==> src/hw/rtl/pmsm_speed_loop_model_step_unit_defines.svh <==
// assertion macros shared by the speed loop model rtl
// expects clk and arst_n in the scope of the module that uses them
`ifndef PMSM_SPEED_LOOP_MODEL_STEP_UNIT_DEFINES_SVH
`define PMSM_SPEED_LOOP_MODEL_STEP_UNIT_DEFINES_SVH

// same-cycle implication, checked outside reset
`define PSLM_ASSERT_NOW(lbl, ante, cons, msg) \
	lbl: assert property (@(posedge clk) disable iff (!arst_n) (ante) |-> (cons)) \
		else $error(msg);

// next-cycle implication, checked outside reset
`define PSLM_ASSERT_NEXT(lbl, ante, cons, msg) \
	lbl: assert property (@(posedge clk) disable iff (!arst_n) (ante) |=> (cons)) \
		else $error(msg);

`endif

==> src/hw/rtl/pslm_pkg.sv <==
// shared widths, constants, codes and helpers of the speed loop model
// no dependencies
package pslm_pkg;

	// data path width of the model signals (signed q16.16)
	localparam int DW = 32;
	// multiplier operand a: exact sum of two data values plus sign
	localparam int AW = DW + 2;
	// multiplier operand b: unsigned gains and constants
	localparam int BW = 32;
	// width for exact sums before saturation
	localparam int XW = ((DW > 32) ? DW : 32) + 2;

	localparam int ADDR_W = 5;
	localparam int IDX_W = 3;

	localparam logic signed [DW-1:0] MAXV = {1'b0, {(DW-1){1'b1}}};
	localparam logic signed [DW-1:0] MINV = {1'b1, {(DW-1){1'b0}}};
	localparam logic signed [XW-1:0] MAXV_X = (XW'(1) <<< (DW - 1)) - XW'(1);
	localparam logic signed [XW-1:0] MINV_X = -MAXV_X - XW'(1);
	localparam logic signed [XW-1:0] MAX32_X = (XW'(1) <<< 31) - XW'(1);
	localparam logic signed [XW-1:0] MIN32_X = -MAX32_X - XW'(1);

	// q16.16 and q0.32 constants
	localparam logic signed [DW-1:0] K_ONE = DW'(65536);
	localparam logic [BW-1:0] K_075 = BW'(49152);
	localparam logic [BW-1:0] K_025 = BW'(16384);
	localparam logic [BW-1:0] K_0625 = BW'(40960);
	localparam logic [BW-1:0] K_DT = BW'(2147484);
	localparam logic [BW-1:0] K_KI = BW'(4294967);

	// register indexes
	localparam logic [IDX_W-1:0] REG_FLUX = 3'd0;
	localparam logic [IDX_W-1:0] REG_POLES = 3'd1;
	localparam logic [IDX_W-1:0] REG_INV_J = 3'd2;
	localparam logic [IDX_W-1:0] REG_KP = 3'd3;
	localparam logic [IDX_W-1:0] REG_KI = 3'd4;

	// input operation codes
	localparam logic OP_TICK = 1'b0;
	localparam logic OP_CLEAR = 1'b1;

	// multiply sequence of one tick
	localparam logic [3:0] STEP_T075 = 4'd0;
	localparam logic [3:0] STEP_TPOLE = 4'd1;
	localparam logic [3:0] STEP_TFLUX = 4'd2;
	localparam logic [3:0] STEP_SDT = 4'd3;
	localparam logic [3:0] STEP_SINVJ = 4'd4;
	localparam logic [3:0] STEP_EP = 4'd5;
	localparam logic [3:0] STEP_OD = 4'd6;
	localparam logic [3:0] STEP_ANG = 4'd7;
	localparam logic [3:0] STEP_CUR = 4'd8;
	localparam logic [3:0] STEP_EI = 4'd9;
	localparam logic [3:0] STEP_KIS = 4'd10;

	typedef enum logic [1:0] {
		SH_0,
		SH_16,
		SH_32
	} sh_t;

	typedef struct packed {
		logic start;
		sh_t sh;
	} mul_cmd_t;

	typedef struct packed {
		logic busy;
		logic done;
	} mul_stat_t;

	function automatic logic signed [DW-1:0] sat_dw(input logic signed [XW-1:0] x);
		logic signed [DW-1:0] r;
		if (x > MAXV_X) r = MAXV;
		else if (x < MINV_X) r = MINV;
		else r = x[DW-1:0];
		return r;
	endfunction

	function automatic logic signed [31:0] sat_32(input logic signed [XW-1:0] x);
		logic signed [31:0] r;
		if (x > MAX32_X) r = 32'sh7FFF_FFFF;
		else if (x < MIN32_X) r = 32'sh8000_0000;
		else r = x[31:0];
		return r;
	endfunction

endpackage

==> src/hw/rtl/pslm_mul.sv <==
// bit-serial shift-add multiplier with rounding shift and saturation
// depends on pslm_pkg
module pslm_mul (
	input logic clk,
	input logic arst_n,
	input pslm_pkg::mul_cmd_t cmd,
	input logic signed [pslm_pkg::AW-1:0] op_a,
	input logic [pslm_pkg::BW-1:0] op_b,
	output pslm_pkg::mul_stat_t stat,
	output logic signed [pslm_pkg::DW-1:0] res
);
	import pslm_pkg::*;

	localparam int PW = AW + BW;
	localparam int CW = $clog2(BW);
	localparam logic [PW-1:0] MAG_LIM = PW'(1) << (DW - 1);

	logic run_q, fin_q, done_q, neg_q;
	logic [CW-1:0] cnt_q;
	logic [AW-1:0] ua_q, ua_n;
	logic [PW-1:0] prod_q, shifted, mag;
	logic [AW:0] psum;
	logic rbit;
	sh_t sh_q;
	logic signed [DW-1:0] fin_val;

	assign ua_n = op_a[AW-1] ? (~$unsigned(op_a)) + AW'(1) : $unsigned(op_a);
	// one multiplier bit per cycle, lsb first
	assign psum = {1'b0, prod_q[PW-1:BW]} + (prod_q[0] ? {1'b0, ua_q} : '0);

	always_comb begin
		case (sh_q)
			SH_0: begin
				shifted = prod_q;
				rbit = 1'b0;
			end
			SH_16: begin
				shifted = prod_q >> 16;
				rbit = prod_q[15];
			end
			SH_32: begin
				shifted = prod_q >> 32;
				rbit = prod_q[31];
			end
			default: begin
				shifted = prod_q;
				rbit = 1'b0;
			end
		endcase
		// round half away from zero on the magnitude
		mag = shifted + PW'(rbit);
		if (neg_q) begin
			fin_val = (mag >= MAG_LIM) ? MINV : DW'(0) - mag[DW-1:0];
		end else begin
			fin_val = (mag > MAG_LIM - PW'(1)) ? MAXV : mag[DW-1:0];
		end
	end

	always_ff @(posedge clk or negedge arst_n) begin
		if (!arst_n) begin
			run_q <= 1'b0;
			fin_q <= 1'b0;
			done_q <= 1'b0;
			cnt_q <= '0;
		end else begin
			done_q <= fin_q;
			fin_q <= 1'b0;
			if (cmd.start) begin
				run_q <= 1'b1;
				cnt_q <= '0;
			end else if (run_q) begin
				cnt_q <= cnt_q + CW'(1);
				if (cnt_q == CW'(BW - 1)) begin
					run_q <= 1'b0;
					fin_q <= 1'b1;
				end
			end
		end
	end

	always_ff @(posedge clk) begin
		if (cmd.start) begin
			neg_q <= op_a[AW-1];
			ua_q <= ua_n;
			prod_q <= {{AW{1'b0}}, op_b};
			sh_q <= cmd.sh;
		end else if (run_q) begin
			prod_q <= {psum, prod_q[BW-1:1]};
		end
		if (fin_q) begin
			res <= fin_val;
		end
	end

	assign stat.busy = run_q | fin_q;
	assign stat.done = done_q;

endmodule

==> src/hw/rtl/pmsm_speed_loop_model_step_unit.sv <==
// top level of the pmsm speed loop plant model with pi speed control
// depends on pslm_pkg, pslm_mul and the shared assertion macro header

// One item per control tick: operation 0 advances the plant model by one
// sample from load_torque and speed_target and returns motor_speed and
// motor_angle; operation 1 zeroes the five model states and returns zeros.
// All signals are signed q16.16 and every product is rounded half away
// from zero and saturated. The user must write the gains, flux linkage,
// pole pairs and inverse inertia through the apb port only while no item
// is in flight; the block itself does not enforce this. Every product of
// a tick runs through one shared bit-serial multiplier that takes one
// multiplier bit per clock, so a tick is eleven multiplies. item_ready is
// back high in the same cycle that result_valid rises. A clear item goes
// from acceptance straight to the output state.
// One item is worked on at a time; the output register lets the next item
// be accepted while the previous result still waits to be taken.
`include "pmsm_speed_loop_model_step_unit_defines.svh"

module pmsm_speed_loop_model_step_unit (
	input logic clk,
	input logic arst_n,
	// item channel
	input logic item_valid,
	output logic item_ready,
	input logic operation,
	input logic signed [31:0] load_torque,
	input logic signed [31:0] speed_target,
	// result channel
	output logic result_valid,
	input logic result_ready,
	output logic signed [31:0] motor_speed,
	output logic signed [31:0] motor_angle,
	// configuration port
	input logic psel,
	input logic penable,
	input logic pwrite,
	input logic [pslm_pkg::ADDR_W-1:0] paddr,
	input logic [31:0] pwdata,
	output logic [31:0] prdata,
	output logic pready
);
	import pslm_pkg::*;

	// sequencer: issue a multiply, wait for it, then hand the result out
	typedef enum logic [3:0] {
		ST_IDLE = 4'b0001,
		ST_ISSUE = 4'b0010,
		ST_WAIT = 4'b0100,
		ST_OUT = 4'b1000
	} state_t;

	state_t state_q;
	logic [3:0] step_q;

	// configuration registers
	logic [30:0] flux_q, inv_j_q, kp_q, ki_q;
	logic [6:0] poles_q;

	// model state
	logic signed [DW-1:0] clo_q, accel_q, pi_int_q, pi_od_q, angle_dly_q;

	// working values of one tick
	logic signed [DW-1:0] load_q, target_q, t_q, p_q, err_q, e_q, a_q;
	logic signed [DW-1:0] speed_q, angle_q;

	mul_cmd_t mul_cmd;
	mul_stat_t mul_stat;
	logic signed [AW-1:0] mul_a;
	logic [BW-1:0] mul_b;
	logic signed [DW-1:0] mul_res;

	logic item_acc, cfg_wr, res_done, out_load, last_step;
	logic [IDX_W-1:0] reg_idx;

	assign pready = 1'b1;
	assign reg_idx = paddr[ADDR_W-1:2];
	assign cfg_wr = psel & penable & pwrite & pready;

	assign item_ready = (state_q == ST_IDLE);
	assign item_acc = item_valid & item_ready;
	assign res_done = (state_q == ST_WAIT) & mul_stat.done;
	assign last_step = (step_q == STEP_KIS);
	// output register is free or being emptied this cycle
	assign out_load = (state_q == ST_OUT) & (~result_valid | result_ready);

	// register readback
	always_comb begin
		case (reg_idx)
			REG_FLUX: prdata = {1'b0, flux_q};
			REG_POLES: prdata = {25'd0, poles_q};
			REG_INV_J: prdata = {1'b0, inv_j_q};
			REG_KP: prdata = {1'b0, kp_q};
			REG_KI: prdata = {1'b0, ki_q};
			default: prdata = '0;
		endcase
	end

	// operand selection for each multiply of the tick
	always_comb begin
		mul_cmd.start = (state_q == ST_ISSUE);
		case (step_q)
			STEP_T075: begin
				// 0.75 * (u + 1)
				mul_a = AW'(sat_dw(XW'(clo_q) + XW'(K_ONE)));
				mul_b = K_075;
				mul_cmd.sh = SH_16;
			end
			STEP_TPOLE: begin
				mul_a = AW'(t_q);
				mul_b = BW'(poles_q);
				mul_cmd.sh = SH_0;
			end
			STEP_TFLUX: begin
				mul_a = AW'(t_q);
				mul_b = BW'(flux_q);
				mul_cmd.sh = SH_16;
			end
			STEP_SDT: begin
				// trapezoid on acceleration, sum left unsaturated
				mul_a = AW'(p_q) + AW'(accel_q);
				mul_b = K_DT;
				mul_cmd.sh = SH_32;
			end
			STEP_SINVJ: begin
				mul_a = AW'(t_q);
				mul_b = BW'(inv_j_q);
				mul_cmd.sh = SH_16;
			end
			STEP_EP: begin
				mul_a = AW'(err_q);
				mul_b = BW'(kp_q);
				mul_cmd.sh = SH_16;
			end
			STEP_OD: begin
				mul_a = AW'(pi_od_q);
				mul_b = K_025;
				mul_cmd.sh = SH_16;
			end
			STEP_ANG: begin
				// trapezoid on speed gives the angle
				mul_a = AW'(a_q) + AW'(angle_dly_q);
				mul_b = K_DT;
				mul_cmd.sh = SH_32;
			end
			STEP_CUR: begin
				// lagged current loop
				mul_a = AW'(e_q) + AW'(pi_od_q);
				mul_b = K_0625;
				mul_cmd.sh = SH_16;
			end
			STEP_EI: begin
				mul_a = AW'(err_q);
				mul_b = BW'(ki_q);
				mul_cmd.sh = SH_16;
			end
			STEP_KIS: begin
				mul_a = AW'(t_q);
				mul_b = K_KI;
				mul_cmd.sh = SH_32;
			end
			default: begin
				mul_a = '0;
				mul_b = '0;
				mul_cmd.sh = SH_0;
			end
		endcase
	end

	pslm_mul u_mul (
		.clk(clk),
		.arst_n(arst_n),
		.cmd(mul_cmd),
		.op_a(mul_a),
		.op_b(mul_b),
		.stat(mul_stat),
		.res(mul_res)
	);

	// control, configuration and model state
	always_ff @(posedge clk or negedge arst_n) begin
		if (!arst_n) begin
			state_q <= ST_IDLE;
			step_q <= STEP_T075;
			result_valid <= 1'b0;
			flux_q <= '0;
			poles_q <= '0;
			inv_j_q <= '0;
			kp_q <= '0;
			ki_q <= '0;
			clo_q <= '0;
			accel_q <= '0;
			pi_int_q <= '0;
			pi_od_q <= '0;
			angle_dly_q <= '0;
		end else begin
			if (cfg_wr) begin
				case (reg_idx)
					REG_FLUX: flux_q <= pwdata[30:0];
					REG_POLES: poles_q <= pwdata[6:0];
					REG_INV_J: inv_j_q <= pwdata[30:0];
					REG_KP: kp_q <= pwdata[30:0];
					REG_KI: ki_q <= pwdata[30:0];
					default: ;
				endcase
			end

			// output register: set on a new result, cleared when taken
			if (out_load) begin
				result_valid <= 1'b1;
			end else if (result_valid & result_ready) begin
				result_valid <= 1'b0;
			end

			case (state_q)
				ST_IDLE: begin
					if (item_acc) begin
						step_q <= STEP_T075;
						if (operation == OP_CLEAR) begin
							clo_q <= '0;
							accel_q <= '0;
							pi_int_q <= '0;
							pi_od_q <= '0;
							angle_dly_q <= '0;
							state_q <= ST_OUT;
						end else begin
							state_q <= ST_ISSUE;
						end
					end
				end
				ST_ISSUE: begin
					state_q <= ST_WAIT;
				end
				ST_WAIT: begin
					if (mul_stat.done) begin
						if (step_q == STEP_CUR) begin
							clo_q <= mul_res;
						end
						if (last_step) begin
							// commit the delay and integrator states
							accel_q <= p_q;
							pi_int_q <= sat_dw(XW'(pi_int_q) + XW'(mul_res));
							pi_od_q <= e_q;
							angle_dly_q <= a_q;
							state_q <= ST_OUT;
						end else begin
							step_q <= step_q + 4'd1;
							state_q <= ST_ISSUE;
						end
					end
				end
				ST_OUT: begin
					if (out_load) begin
						state_q <= ST_IDLE;
					end
				end
				default: begin
					state_q <= ST_IDLE;
				end
			endcase
		end
	end

	// working values and output payload
	always_ff @(posedge clk) begin
		if (item_acc) begin
			load_q <= sat_dw(XW'(load_torque));
			target_q <= sat_dw(XW'(speed_target));
			if (operation == OP_CLEAR) begin
				speed_q <= '0;
				angle_q <= '0;
			end
		end
		if (res_done) begin
			case (step_q)
				STEP_TFLUX: begin
					// p = sat(sat(torque - load) + accel_delay)
					p_q <= sat_dw(XW'(sat_dw(XW'(mul_res) - XW'(load_q))) + XW'(accel_q));
				end
				STEP_SINVJ: begin
					speed_q <= mul_res;
					err_q <= sat_dw(XW'(target_q) - XW'(mul_res));
					a_q <= sat_dw(XW'(mul_res) + XW'(angle_dly_q));
				end
				STEP_OD: begin
					// pi output: err*kp + integral - 0.25*previous output
					e_q <= sat_dw(XW'(t_q) + XW'(pi_int_q) - XW'(mul_res));
				end
				STEP_ANG: begin
					angle_q <= mul_res;
				end
				default: begin
					t_q <= mul_res;
				end
			endcase
		end
		if (out_load) begin
			motor_speed <= sat_32(XW'(speed_q));
			motor_angle <= sat_32(XW'(angle_q));
		end
	end

	`PSLM_ASSERT_NOW(a_issue_mul_free, state_q == ST_ISSUE, !mul_stat.busy,
		"multiply issued while the multiplier is still busy")
	`PSLM_ASSERT_NOW(a_done_in_wait, mul_stat.done, state_q == ST_WAIT,
		"multiplier result arrived outside the wait state")
	`PSLM_ASSERT_NOW(a_no_accept_busy, mul_stat.busy, !item_ready,
		"item ready while a multiply is in flight")
	`PSLM_ASSERT_NEXT(a_clear_zeroes,
		item_valid && item_ready && operation == OP_CLEAR,
		state_q == ST_OUT && accel_q == '0 && pi_int_q == '0 && angle_dly_q == '0,
		"clear item did not zero the model state")

endmodule

==> config.mk <==
export PLATFORM = sky130hd
export DESIGN_NAME = pmsm_speed_loop_model_step_unit
export DESIGN_NICKNAME = d
export VERILOG_FILES = /design/src/hw/rtl/pslm_pkg.sv /design/src/hw/rtl/pslm_mul.sv /design/src/hw/rtl/pmsm_speed_loop_model_step_unit.sv
export VERILOG_INCLUDE_DIRS = /design/src /design/src/hw/rtl
export SDC_FILE = /design/constraint.sdc
export NUM_CORES = 2
export LEC_CHECK = 0
export ABC_AREA = 1
export BUFFER_PORTS_ARGS = -buffer_cell sky130_fd_sc_hd__buf_2
export CAP_MARGIN = 20
export CORE_MARGIN = 4
export CORE_UTILIZATION = 45
export DETAILED_ROUTE_END_ITERATION = 16
export PLACE_DENSITY = 0.7
export SLEW_MARGIN = 20
export SYNTH_ARGS = -nofsm -noshare
export SYNTH_HDL_FRONTEND = slang
export SYNTH_HIERARCHICAL = 1
export SYNTH_SLANG_ARGS = --single-unit
==> constraint.sdc <==
create_clock -name clk -period 13.02 [get_ports clk]
set_input_delay 1.953 -clock clk [delete_from_list [all_inputs] [get_ports clk]]
set_output_delay 1.953 -clock clk [all_outputs]
set_load 0.1 [all_outputs]
==> results.json <==
{
  "outcome": "complete, no violations",
  "hold_viol_final": 0,
  "cp-end-kind": "output pin",
  "rr_worst_depth": 30,
  "overflow": 0,
  "r2r-start": "u_mul/res[0]",
  "grtUsageMet3": 0.0555,
  "port_buffers": 202,
  "ys_warn_count": 6,
  "io_pins": 208,
  "min_from": "speed_q[1]",
  "clk_pin_slew_worst_paths_ns": 0.06,
  "core_mm2": 0.135,
  "worst_slew_pin_slew_ns": 1.11,
  "num-nets-final": 9286,
  "wl_mm": 228,
  "dp_hpwl_mm": 177,
  "regToRegSetupSlack_ns": 6.65,
  "finalCritPeriodShare": 0.518,
  "drc": 0,
  "critical_path.slowest_cell": "clkinv_1",
  "peakVddDrop_v": 0.000124,
  "num_antenna_cells": 0,
  "vias": 59800,
  "power_density_mw_per_mm2": 164,
  "fin_tns_setup_ns": 0,
  "startpoint_type": "input pin",
  "max_slew_margin": 0.261,
  "reg_top3": "u_mul/prod_q: 66 flops, u_mul/ua_q: 34 flops",
  "use_met1": 0.436,
  "cts_sinks": 795,
  "max_stage_delay_ns": 0.96,
  "grt_antenna_before_repair": 8,
  "rsz0062_at_grt": "false",
  "avgRoutedWirePerCell_um": 21.5,
  "slew_violations": 0,
  "min_period_ns": 6.74,
  "die_y_um": 377,
  "dp.cells": 10500,
  "cts_tree": "done",
  "setup_violations": 0,
  "area_growth_pct": 9.18,
  "postCtsHoldBufs": 0,
  "grt-busiest-layer": "met2",
  "path_depth": 7,
  "fp.dieArea_mm2": 0.142,
  "cp_cell_sequence": "buf_2 -> nor2_1 -> nand2_1 -> clkinv_1 -> a221oi_1 -> o21ai_0 -> buf_2",
  "clock_latency_ns": 0.75,
  "crit_arrival_ns": 4.79,
  "crit_family": "buffers and inverters",
  "stdcell_count": 10600,
  "initial_core_util": 0.452,
  "drtAntennaViolNets": 0,
  "grt_max_degree": 155,
  "regMostFlops": "u_mul/prod_q",
  "grt_pass1_vias": 55000,
  "maxCapViolCount": 0,
  "largest_register_ffs": 66,
  "cp_max_fo": 18,
  "cts_resized": 0,
  "crit_path_frequent_cell": "buf_2",
  "root_buffer": "clkbuf_16",
  "drive_gt1_frac": 0.0653,
  "worstHoldPathType": "reg -> reg",
  "fmax_mhz": 148,
  "cts_made_buffers": 91,
  "crit_buf_inv": 3,
  "vias_per_cell": 5.62,
  "htreeDepth": 3,
  "hold_path_depth": 0,
  "syn_area_mm2": 0.0612,
  "post_cts_buffers": 0,
  "grt_pass1_wl_mm": 339,
  "criticalPathCategory": "in -> out",
  "final.setup_skew_ns": 0.0939,
  "hold_end": "motor_speed[1]",
  "regToRegEndpoint": "p_q[2]",
  "row_count": 135,
  "cp.required_ns": 11.07,
  "met2_usage": 0.478,
  "syn_avg_cell_area_um2": 6.98,
  "gp_congestion": 1.01,
  "gr-usage-all-layers": 0.313,
  "dr.pass1.iters": 9,
  "p_leak_nw": 32.5,
  "die_x_um": 377,
  "fillerInstances": 13500,
  "ctsLongestPathBuffers": 3,
  "syn_inst": 8760,
  "drtIter0Drc": 6857
}
-- worst max-delay path by stage --
stage / from / end / slack (ns)
after floorplan: paddr[2] / prdata[0] / 6.24
after global placement: paddr[2] / prdata[3] / 6.42
after detailed placement: paddr[2] / prdata[13] / 6.35
after CTS: paddr[2] / prdata[13] / 6.35
after global routing: paddr[2] / prdata[11] / 6.07
final: paddr[2] / prdata[13] / 6.28
-- layer usage --
layer	part of all wire	wire [um]
met4	0.050	11300
met2	0.43	98100
met3	0.089	20400
met5	0.000088	20
met1	0.43	98300
-- report_power, final --
group	switching, W	total, W	internal (W)	leakage (nW)
Combinational	0.00333	0.00465	0.00133	22.3
Sequential	0.000405	0.00353	0.00313	8.55
Clock	0.00117	0.00276	0.00159	1.60
-- stage by stage --
stage / power, W / instance area, um2 / hold slack, ns / setup WS (ns) / util
2_1_floorplan: 0.00671 / 61200 / 0.448 / 6.24 / -
3_3_place_gp: 0.00804 / 63500 / 0.413 / 6.42 / 0.469
3_5_place_dp: 0.00811 / 63500 / 0.415 / 6.35 / 0.469
4_1_cts: 0.0109 / 66700 / 0.413 / 6.35 / 0.493
5_1_grt: 0.0116 / 66800 / 0.422 / 6.07 / 0.494
6_report: 0.0109 / 66800 / 0.417 / 6.28 / 0.494
-- cell type report --
cell class                 count  area [um2]  share of cell area
multi-input combinational   6532       34300               0.514
sequential                   795       21400               0.320
inverter                    1072        4030              0.0603
clock buffer                 120        2580              0.0386
tap                         1781        2230              0.0334
timing repair buffer         274        1590              0.0238
clock inverter                52         671              0.0100
-- worst register-to-register path, delay by kind of cell, from the launching register on --
| kind | cells | cell delay [ns] |
|---|---|---|
| buffers and inverters | 2 | 0.52 |
| and+or+nand+nor | 22 | 2.98 |
| AOI/OAI and AO/OA | 1 | 0.39 |
| DFF | 1 | 0.69 |
| xor gates and xnor gates | 1 | 0.20 |
| adders and majority gates | 4 | 1.37 |
-- placed cells by master, fill, tap and decap left out, types with 201 or more instances in the layout --
| master | n |
|---|---|
| nand2_1 | 2680 |
| inv_1 | 1049 |
| nor2_1 | 776 |
| nand3_1 | 691 |
| o21ai_0 | 578 |
| a21oi_1 | 420 |
| edfxtp_1 | 389 |
| ha_1 | 368 |
| dfrtp_1 | 307 |
| buf_2 | 201 |
No activity file was read; power rests on OpenSTA's default activity.
